**config.mk**
```make
export PLATFORM = sky130hd
export DESIGN_NAME = sorted_timer_deadline_queue
export DESIGN_NICKNAME = d
export VERILOG_FILES = /design/src/rtl/core/stdq_pkg.sv /design/src/rtl/core/stdq_ctrl.sv /design/src/rtl/core/stdq_datapath.sv /design/src/rtl/core/sorted_timer_deadline_queue.sv
export SDC_FILE = /design/constraint.sdc
export NUM_CORES = 2
export LEC_CHECK = 0
export BUFFER_PORTS_ARGS = -buffer_cell sky130_fd_sc_hd__buf_4
export CAP_MARGIN = 0
export CORE_UTILIZATION = 64
export CTS_CLUSTER_SIZE = 25
export DETAILED_ROUTE_END_ITERATION = 10
export PLACE_DENSITY = 0.84
export SLEW_MARGIN = 25
export SYNTH_ARGS = -nofsm -noshare
export SYNTH_HDL_FRONTEND = slang
export SYNTH_SLANG_ARGS = --single-unit
```
**constraint.sdc**
```tcl
create_clock -name clk -period 8.2 [get_ports clk]
set_clock_uncertainty 0.15 [all_clocks]
set_input_delay 1.23 -clock clk [delete_from_list [all_inputs] [get_ports clk]]
set_output_delay 1.23 -clock clk [all_outputs]
set_load 0.02 [all_outputs]
```
**src/rtl/core/stdq_pkg.sv**
```systemverilog
// Shared types and constants for the sorted timer deadline queue.
// Holds the operation and status codes and the controller command bundle.
// No dependencies.
package stdq_pkg;

    localparam int MAX_TIMERS_DEF = 16;
    localparam int TICK_BITS_DEF  = 32;

    localparam int OP_W      = 3;
    localparam int ID_W      = 4;
    localparam int STATUS_W  = 3;
    localparam int PORT_TICK_W = 32;
    localparam int ID_SPACE  = 1 << ID_W;

    typedef enum logic [OP_W-1:0] {
        OP_INSERT   = 3'd0,
        OP_REMOVE   = 3'd1,
        OP_PEEK     = 3'd2,
        OP_NEXT     = 3'd3,
        OP_CONTAINS = 3'd4
    } op_t;

    typedef enum logic [STATUS_W-1:0] {
        ST_OK          = 3'd0,
        ST_ALREADY     = 3'd1,
        ST_NOT_QUEUED  = 3'd2,
        ST_FULL        = 3'd3,
        ST_EMPTY       = 3'd4,
        ST_NOT_EXPIRED = 3'd5
    } status_t;

    typedef struct packed {
        logic load;
        logic exec;
    } stdq_cmd_t;

endpackage

```
**src/rtl/core/stdq_ctrl.sv**
```systemverilog
// Request sequencer for the sorted timer deadline queue.
// Steps each request through capture and execution and owns the result valid.
// Depends on stdq_pkg.
module stdq_ctrl
    import stdq_pkg::*;
(
    input  logic      clk,
    input  logic      rst_n,
    input  logic      in_valid,
    output logic      in_ready,
    output logic      out_valid,
    input  logic      out_ready,
    output stdq_cmd_t cmd
);

    typedef enum logic {
        S_IDLE,
        S_EXEC
    } state_t;

    state_t state_reg, state_next;
    logic   out_valid_reg, out_valid_next;
    logic   slot_free;

    assign slot_free = !out_valid_reg || out_ready;
    assign in_ready  = (state_reg == S_IDLE);
    assign out_valid = out_valid_reg;
    assign cmd.load  = in_valid && (state_reg == S_IDLE);
    assign cmd.exec  = (state_reg == S_EXEC) && slot_free;

    always_comb
    begin
        state_next     = state_reg;
        out_valid_next = out_valid_reg && !out_ready;
        unique case (state_reg)
            S_IDLE:
            begin
                if (in_valid)
                begin
                    state_next = S_EXEC;
                end
            end
            S_EXEC:
            begin
                if (slot_free)
                begin
                    state_next     = S_IDLE;
                    out_valid_next = 1'b1;
                end
            end
            default:
            begin
                state_next = S_IDLE;
            end
        endcase
    end

    always_ff @(posedge clk or negedge rst_n)
    begin
        if (!rst_n)
        begin
            state_reg     <= S_IDLE;
            out_valid_reg <= 1'b0;
        end
        else
        begin
            state_reg     <= state_next;
            out_valid_reg <= out_valid_next;
        end
    end

endmodule

```
**src/rtl/core/stdq_datapath.sv**
```systemverilog
// Datapath of the sorted timer deadline queue: request registers, the
// shifting sorted cell array, membership flags and the result register.
// Depends on stdq_pkg.
module stdq_datapath
    import stdq_pkg::*;
#(
    parameter int MAX_TIMERS = MAX_TIMERS_DEF,
    parameter int TICK_BITS  = TICK_BITS_DEF
)
(
    input  logic                   clk,
    input  logic                   rst_n,
    input  stdq_cmd_t              cmd,
    input  logic [OP_W-1:0]        operation,
    input  logic [ID_W-1:0]        timer_id,
    input  logic [PORT_TICK_W-1:0] deadline_tick,
    input  logic [PORT_TICK_W-1:0] current_tick,
    output logic [STATUS_W-1:0]    status,
    output logic                   found,
    output logic [ID_W-1:0]        result_id,
    output logic [PORT_TICK_W-1:0] result_tick
);

    localparam int CNT_W = $clog2(MAX_TIMERS + 1);
    localparam int EXT_W = (TICK_BITS > PORT_TICK_W) ? TICK_BITS : PORT_TICK_W;

    function automatic logic tick_before(input logic [TICK_BITS-1:0] a,
                                         input logic [TICK_BITS-1:0] b);
        logic [TICK_BITS-1:0] d;
        d = a - b;
        return d[TICK_BITS-1];
    endfunction

    logic [OP_W-1:0]        req_op_reg;
    logic [ID_W-1:0]        req_id_reg;
    logic [TICK_BITS-1:0]   req_exp_reg;
    logic [TICK_BITS-1:0]   req_now_reg;
    logic [EXT_W-1:0]       exp_ext;
    logic [EXT_W-1:0]       now_ext;

    logic [ID_W-1:0]        ids_reg   [MAX_TIMERS];
    logic [TICK_BITS-1:0]   ticks_reg [MAX_TIMERS];
    logic [ID_W-1:0]        ids_next  [MAX_TIMERS];
    logic [TICK_BITS-1:0]   ticks_next[MAX_TIMERS];
    logic [CNT_W-1:0]       count_reg, count_next;
    logic [ID_SPACE-1:0]    flags_reg, flags_next;

    logic [STATUS_W-1:0]    status_reg, status_next;
    logic                   found_reg, found_next;
    logic [ID_W-1:0]        rid_reg, rid_next;
    logic [PORT_TICK_W-1:0] rtick_reg, rtick_next;

    logic [MAX_TIMERS-1:0]  gt_vec;
    logic [MAX_TIMERS-1:0]  past_vec;
    logic [EXT_W-1:0]       head_ext;
    logic                   id_ok;
    logic                   flag_q;
    logic                   empty;
    logic                   full;
    logic                   do_ins;
    logic                   do_rem;

    assign exp_ext  = EXT_W'(deadline_tick);
    assign now_ext  = EXT_W'(current_tick);
    assign head_ext = EXT_W'(ticks_reg[0]);
    assign id_ok    = (32'(req_id_reg) < 32'(MAX_TIMERS));
    assign flag_q   = id_ok && flags_reg[req_id_reg];
    assign empty    = (count_reg == '0);
    assign full     = (count_reg == CNT_W'(MAX_TIMERS));

    // A cell moves up once it or any cell below it is unused or strictly later
    // than the new tick. Wrap-around order keeps the raw compare from being
    // monotone, so the first such cell is carried upward.
    always_comb
    begin
        gt_vec[0] = (count_reg == '0) || tick_before(req_exp_reg, ticks_reg[0]);
        for (int k = 1; k < MAX_TIMERS; k++)
        begin
            gt_vec[k] = gt_vec[k-1] || (CNT_W'(k) >= count_reg)
                        || tick_before(req_exp_reg, ticks_reg[k]);
        end
        past_vec[0] = (count_reg != '0) && (ids_reg[0] == req_id_reg);
        for (int k = 1; k < MAX_TIMERS; k++)
        begin
            past_vec[k] = past_vec[k-1]
                          || ((CNT_W'(k) < count_reg) && (ids_reg[k] == req_id_reg));
        end
    end

    always_comb
    begin
        status_next = ST_OK;
        found_next  = 1'b0;
        rid_next    = '0;
        rtick_next  = '0;
        do_ins      = 1'b0;
        do_rem      = 1'b0;
        case (req_op_reg)
            OP_INSERT:
            begin
                if (!id_ok)
                begin
                    status_next = ST_NOT_QUEUED;
                end
                else if (flag_q)
                begin
                    status_next = ST_ALREADY;
                end
                else if (full)
                begin
                    status_next = ST_FULL;
                end
                else
                begin
                    do_ins = 1'b1;
                end
            end
            OP_REMOVE:
            begin
                if (!flag_q)
                begin
                    status_next = ST_NOT_QUEUED;
                end
                else
                begin
                    do_rem = 1'b1;
                end
            end
            OP_PEEK:
            begin
                if (empty)
                begin
                    status_next = ST_EMPTY;
                end
                else if (tick_before(req_now_reg, ticks_reg[0]))
                begin
                    status_next = ST_NOT_EXPIRED;
                end
                else
                begin
                    found_next = 1'b1;
                    rid_next   = ids_reg[0];
                end
            end
            OP_NEXT:
            begin
                if (empty)
                begin
                    status_next = ST_EMPTY;
                end
                else
                begin
                    found_next = 1'b1;
                    rtick_next = head_ext[PORT_TICK_W-1:0];
                end
            end
            OP_CONTAINS:
            begin
                found_next = flag_q;
            end
            default:
            begin
                status_next = ST_OK;
            end
        endcase
    end

    always_comb
    begin
        count_next = count_reg;
        flags_next = flags_reg;
        for (int k = 0; k < MAX_TIMERS; k++)
        begin
            ids_next[k]   = ids_reg[k];
            ticks_next[k] = ticks_reg[k];
        end
        if (cmd.exec && do_ins)
        begin
            count_next             = count_reg + 1'b1;
            flags_next[req_id_reg] = 1'b1;
            for (int k = 0; k < MAX_TIMERS; k++)
            begin
                if (gt_vec[k])
                begin
                    if ((k == 0) || !gt_vec[(k == 0) ? 0 : k-1])
                    begin
                        ids_next[k]   = req_id_reg;
                        ticks_next[k] = req_exp_reg;
                    end
                    else
                    begin
                        ids_next[k]   = ids_reg[(k == 0) ? 0 : k-1];
                        ticks_next[k] = ticks_reg[(k == 0) ? 0 : k-1];
                    end
                end
            end
        end
        else if (cmd.exec && do_rem)
        begin
            count_next             = count_reg - 1'b1;
            flags_next[req_id_reg] = 1'b0;
            for (int k = 0; k < MAX_TIMERS - 1; k++)
            begin
                if (past_vec[k])
                begin
                    ids_next[k]   = ids_reg[k+1];
                    ticks_next[k] = ticks_reg[k+1];
                end
            end
        end
    end

    always_ff @(posedge clk or negedge rst_n)
    begin
        if (!rst_n)
        begin
            count_reg <= '0;
            flags_reg <= '0;
        end
        else
        begin
            count_reg <= count_next;
            flags_reg <= flags_next;
        end
    end

    always_ff @(posedge clk)
    begin
        for (int k = 0; k < MAX_TIMERS; k++)
        begin
            ids_reg[k]   <= ids_next[k];
            ticks_reg[k] <= ticks_next[k];
        end
        if (cmd.load)
        begin
            req_op_reg  <= operation;
            req_id_reg  <= timer_id;
            req_exp_reg <= exp_ext[TICK_BITS-1:0];
            req_now_reg <= now_ext[TICK_BITS-1:0];
        end
        if (cmd.exec)
        begin
            status_reg <= status_next;
            found_reg  <= found_next;
            rid_reg    <= rid_next;
            rtick_reg  <= rtick_next;
        end
    end

    assign status      = status_reg;
    assign found       = found_reg;
    assign result_id   = rid_reg;
    assign result_tick = rtick_reg;

`ifndef SYNTHESIS
    a_count_bound: assert property (@(posedge clk) disable iff (!rst_n)
        count_reg <= CNT_W'(MAX_TIMERS))
        else $error("queue count exceeds capacity");

    a_flags_match_count: assert property (@(posedge clk) disable iff (!rst_n)
        $countones(flags_reg) == 32'(count_reg))
        else $error("membership flags disagree with queue count");

    a_insert_grows: assert property (@(posedge clk) disable iff (!rst_n)
        (cmd.exec && do_ins) |=> (count_reg == CNT_W'($past(count_reg) + 1'b1)))
        else $error("accepted insert did not grow the queue");

    a_remove_clears: assert property (@(posedge clk) disable iff (!rst_n)
        (cmd.exec && do_rem) |=> !flags_reg[$past(req_id_reg)])
        else $error("removed timer still marked queued");
`endif

endmodule

```
**src/rtl/core/sorted_timer_deadline_queue.sv**
```systemverilog
// Sorted timer deadline queue, top level.
// Joins the request sequencer (stdq_ctrl) and the sorted cell datapath
// (stdq_datapath); depends on stdq_pkg.
//
// Usage: a request enters on in_valid/in_ready with operation, timer_id,
// deadline_tick and current_tick, and yields exactly one result on
// out_valid/out_ready with status, found, result_id and result_tick.
// Timers sit in a row of cells kept sorted by wrap-around tick order; an
// insert shifts later cells up by one and a remove shifts later cells down,
// all cells moving in the same cycle.
// The request is captured at the accepting edge and executed in the S_EXEC
// state once the output register is free; that step also raises out_valid.
// A new request is not accepted until the last one has left its capture and
// execute steps. A finished result waits in the output register while the next
// request is accepted; if the receiver stalls, execution of that next
// request waits until the output register frees, and input stalls behind it.
// Reset empties the queue and clears all membership flags; no clearing pass
// is needed.
module sorted_timer_deadline_queue
    import stdq_pkg::*;
#(
    parameter int MAX_TIMERS = MAX_TIMERS_DEF,
    parameter int TICK_BITS  = TICK_BITS_DEF
)
(
    input  logic                   clk,
    input  logic                   rst_n,
    input  logic                   in_valid,
    output logic                   in_ready,
    input  logic [OP_W-1:0]        operation,
    input  logic [ID_W-1:0]        timer_id,
    input  logic [PORT_TICK_W-1:0] deadline_tick,
    input  logic [PORT_TICK_W-1:0] current_tick,
    output logic                   out_valid,
    input  logic                   out_ready,
    output logic [STATUS_W-1:0]    status,
    output logic                   found,
    output logic [ID_W-1:0]        result_id,
    output logic [PORT_TICK_W-1:0] result_tick
);

    stdq_cmd_t cmd;

    stdq_ctrl u_ctrl (
        .clk       (clk),
        .rst_n     (rst_n),
        .in_valid  (in_valid),
        .in_ready  (in_ready),
        .out_valid (out_valid),
        .out_ready (out_ready),
        .cmd       (cmd)
    );

    stdq_datapath #(
        .MAX_TIMERS (MAX_TIMERS),
        .TICK_BITS  (TICK_BITS)
    ) u_datapath (
        .clk             (clk),
        .rst_n           (rst_n),
        .cmd             (cmd),
        .operation       (operation),
        .timer_id        (timer_id),
        .deadline_tick   (deadline_tick),
        .current_tick    (current_tick),
        .status          (status),
        .found           (found),
        .result_id       (result_id),
        .result_tick     (result_tick)
    );

endmodule

```
==> metrics.md <==
| Metric | Value |
|---|---|
| Via-to-Cell Ratio | 6.94 |
| Num rows | 100 |
| Top FF cell, synth | edfxtp_1 |
| Die Span Y | 278 um |
| Yosys cell types | 87 |
| Post-synth ARST share | 3.24% |
| Synth-to-Final Area Change | 7.98% |
| CP required | 8380 ps |
| CP startpoint kind | flop |
| Hpwl dp | 92.9 mm |
| Remaining antenna violation count | 0 |
| Clock tree buffer depth | 3 |
| VDD IR max | 0.000425 V |
| Crit path max-delay family | simple AND/OR/NAND/NOR gates |
| Setup tns final | 0 ps |
| Unrepaired setup endpoints after global routing | false |
| Max-capacitance violation count | 0 |
| First-pass GRT wire length | 216 mm |
| Share of layout cells above drive strength 1 | 8.25% |
| Largest net degree at the start of global routing | 244 |
| Leak | 0.0213 uW |
| Sequential area share after synthesis | 43.6% |
| Final Non-Filler Cells | 5844 |
| Worst Path Buf+Inv | 1 |
| Ant. Diodes | 0 |
| CTS tree | built |
| Core ar. | 0.0748 sq mm |
| Hold Vio Cnt, Final | 0 |
| Max reg flops | 512 |
| Most common cell after layout, fill and taps aside | edfxtp_1 |
| Yosys warnings | 0 |
| Slowest library cell on the worst path | edfxtp_1 |
| CTS sink count | 710 |
| Hold Crit Class | in -> async |
| CTS Hold Buffers Added | 0 |
| CTS Root Cell | clkbuf_16 |
| Final Setup Violations | 0 |
| Worst Path Arrival | 6330 ps |
| Cell Count Post-Placement | 5711 |
| Crit-path cells | ha_1 -> nand4_1 -> nor2_1 -> a221o_1 -> a211o_1 -> a2111oi_0 -> nor2_4 -> nor3b_1 -> and4b_4 -> and4_4 -> a31oi_4 -> buf_4 |
| # DRC | 0 |
| FMAX | 163 MHz |
| Slowest stage delay, CP | 970 ps |
| Post-route setup slack | 2050 ps |
| Final Cycle Share | 75.0% |
| Setup CP Type | reg -> reg |
| Total gr overflow | 0 |
| Max Fanout on Critical Path | 40 |
| R2R setup slack | 2050 ps |
| Commonest cells after routing, fill and taps aside | 687 x edfxtp_1, 515 x ha_1, 498 x inv_1 |
| Pre-antenna DRT Iters | 6 |
| Gpl congestion | 0.943 |
| Status | complete, no violations |
| Register bit total from synthesis | 710 |
| Setup crit end kind | flop |
| Fin nets | 5410 |
| CTS buffer count | 76 |
| Worst slew margin relative to its limit | 29.8% |
| Resized Gates After CTS | 0 |
| Final Power | 11200 uW |
| Initial DRC Count | 5043 |
| Clock-pin slew on the worst setup and hold paths | 60 ps |
| IO Pins | 117 |
| H-tree levels | 3 |
| Combinational group share of total power | 28.7% |
| Die width | 278 um |
| Sequential share of power | 41.4% |
| Clock power share | 29.9% |
| Avg Synthesized Cell Area | 9.97 sq um |
| GR Util All Layers | 34.8% |
| Place WS | 2300 ps |
| Clk_lat worst skew | 650 ps |
| IO Port Bufs | 116 |
| Post-CTS setup buffers | 0 |
| Total wire length | 136 mm |
| Worst Tran Pin Value | 1040 ps |
| Net Sw Power | 3780 uW |
| Post-synth EDFFs | 687 |
| Cell area after synthesis | 0.0487 sq mm |
| Number of global-route vias before repair | 40000 |
| Initial Utilization | 65.1% |
| Wire per inst | 23.3 um |
| Int Pwr | 7410 uW |
| Total die area | 0.0772 sq mm |
| Net count after synthesis | 5472 |
| Layout fillers | 5320 |
| Sw Ratio | 33.8% |
| Gate count after technology mapping | 4882 |
| Fin. max-slew vios | 0 |
| Initial antenna violation count | 0 |
| Final worst path period need | 6150 ps |
| Vias | 40600 |
| PwrDens | 213 mW/mm^2 |
## area by class of cell
class | instances | area [sq um] | share of cell area (%)
timing repair buffer | 208 | 1650 | 3.14
tap | 969 | 1210 | 2.31
sequential | 710 | 21200 | 40.3
clock buffer | 100 | 2050 | 3.91
clock inverter | 33 | 248 | 0.471
multi-input combinational | 3325 | 24300 | 46.3
inverter | 499 | 1870 | 3.56
## routing by layer
layer / track usage (%) / share of wire [%] / up-vias
met5: 0 / 0 / -
li1: - / - / 18200
met1: 46.5 / 39 / 19600
met4: 13.0 / 3.6 / 0
met2: 57.0 / 48 / 2442
met3: 5.78 / 9.3 / 396
## stage by stage
| stage | hold slack, ps | area, sq um | utilization [%] |
|---|---|---|---|
| global placement | 335 | 50200 | 67.1 |
| detailed placement | 338 | 50200 | 67.1 |
| finish | 330 | 52600 | 70.3 |
| floorplan | 314 | 48700 | - |
| CTS | 318 | 52500 | 70.2 |
| global route | 345 | 52600 | 70.3 |
## worst register-to-register path: stages (launching register included)
cell and delay (ps):
edfxtp_1 970, ha_1 410, nand4_1 190, nor2_1 80
a221o_1 310, a211o_1 300, a2111oi_0 730, nor2_4 110
nor3b_1 340, and4b_4 700, and4_4 920, a31oi_4 250
buf_4 340
## synth_stat cells, types with 73 or more instances
cell type,count,area (sq um)
and2_1,79,494
o211ai_1,88,661
nand3_1,198,991
inv_1,498,1870
buf_2,82,410
edfxtp_1,687,20600
a22oi_1,73,548
mux2i_1,151,1510
o21ai_0,390,1950
a41oi_1,77,674
a21oi_1,170,851
a21o_1,74,556
a31oi_1,95,594
ha_1,515,6440
nand2_1,439,1650
nand4_1,113,707
clkbuf_1,243,912
nor2_1,179,672
## power groups by stage
| stage | combinational [uW] | sequential, uW | clock, uW |
|---|---|---|---|
| finish | 3210 | 4630 | 3340 |
| global route | 3490 | 4650 | 3480 |
| CTS | 3140 | 4620 | 3360 |
| detailed placement | 3100 | 4690 | 0 |
| global placement | 2970 | 4680 | 0 |
| floorplan | 2000 | 4760 | 0 |
## path summary, 6_finish.rpt
| check | from | cells past startpoint | to |
|---|---|---|---|
| max in group asynchronous | rst_n | 1 | u_ctrl.state_reg |
| hold reg to reg | flop | 2 | flop |
| setup reg to reg | u_datapath.req_exp_reg[28] | 12 | u_datapath.ticks_reg[1][228] |
| setup / recovery | u_datapath.req_exp_reg[28] | 12 | u_datapath.ticks_reg[1][228] |
| hold / removal | rst_n | 1 | u_datapath.count_reg[2] |
| min in group clk | flop | 2 | flop |
## cell families (layout without fill, tap and decap cells)
kind of cell	count (synthesis)	after routing	share of synthesized area (%)
compound gates	1346	1346	18.6
simple gates	1182	1182	11.6
buf+inv	847	840	6.95
flops	710	710	43.6
fa+ha+maj	515	515	13.2
mux	194	194	4.46
xor+xnor	88	88	1.60
Power figures use the tool's default switching activity.
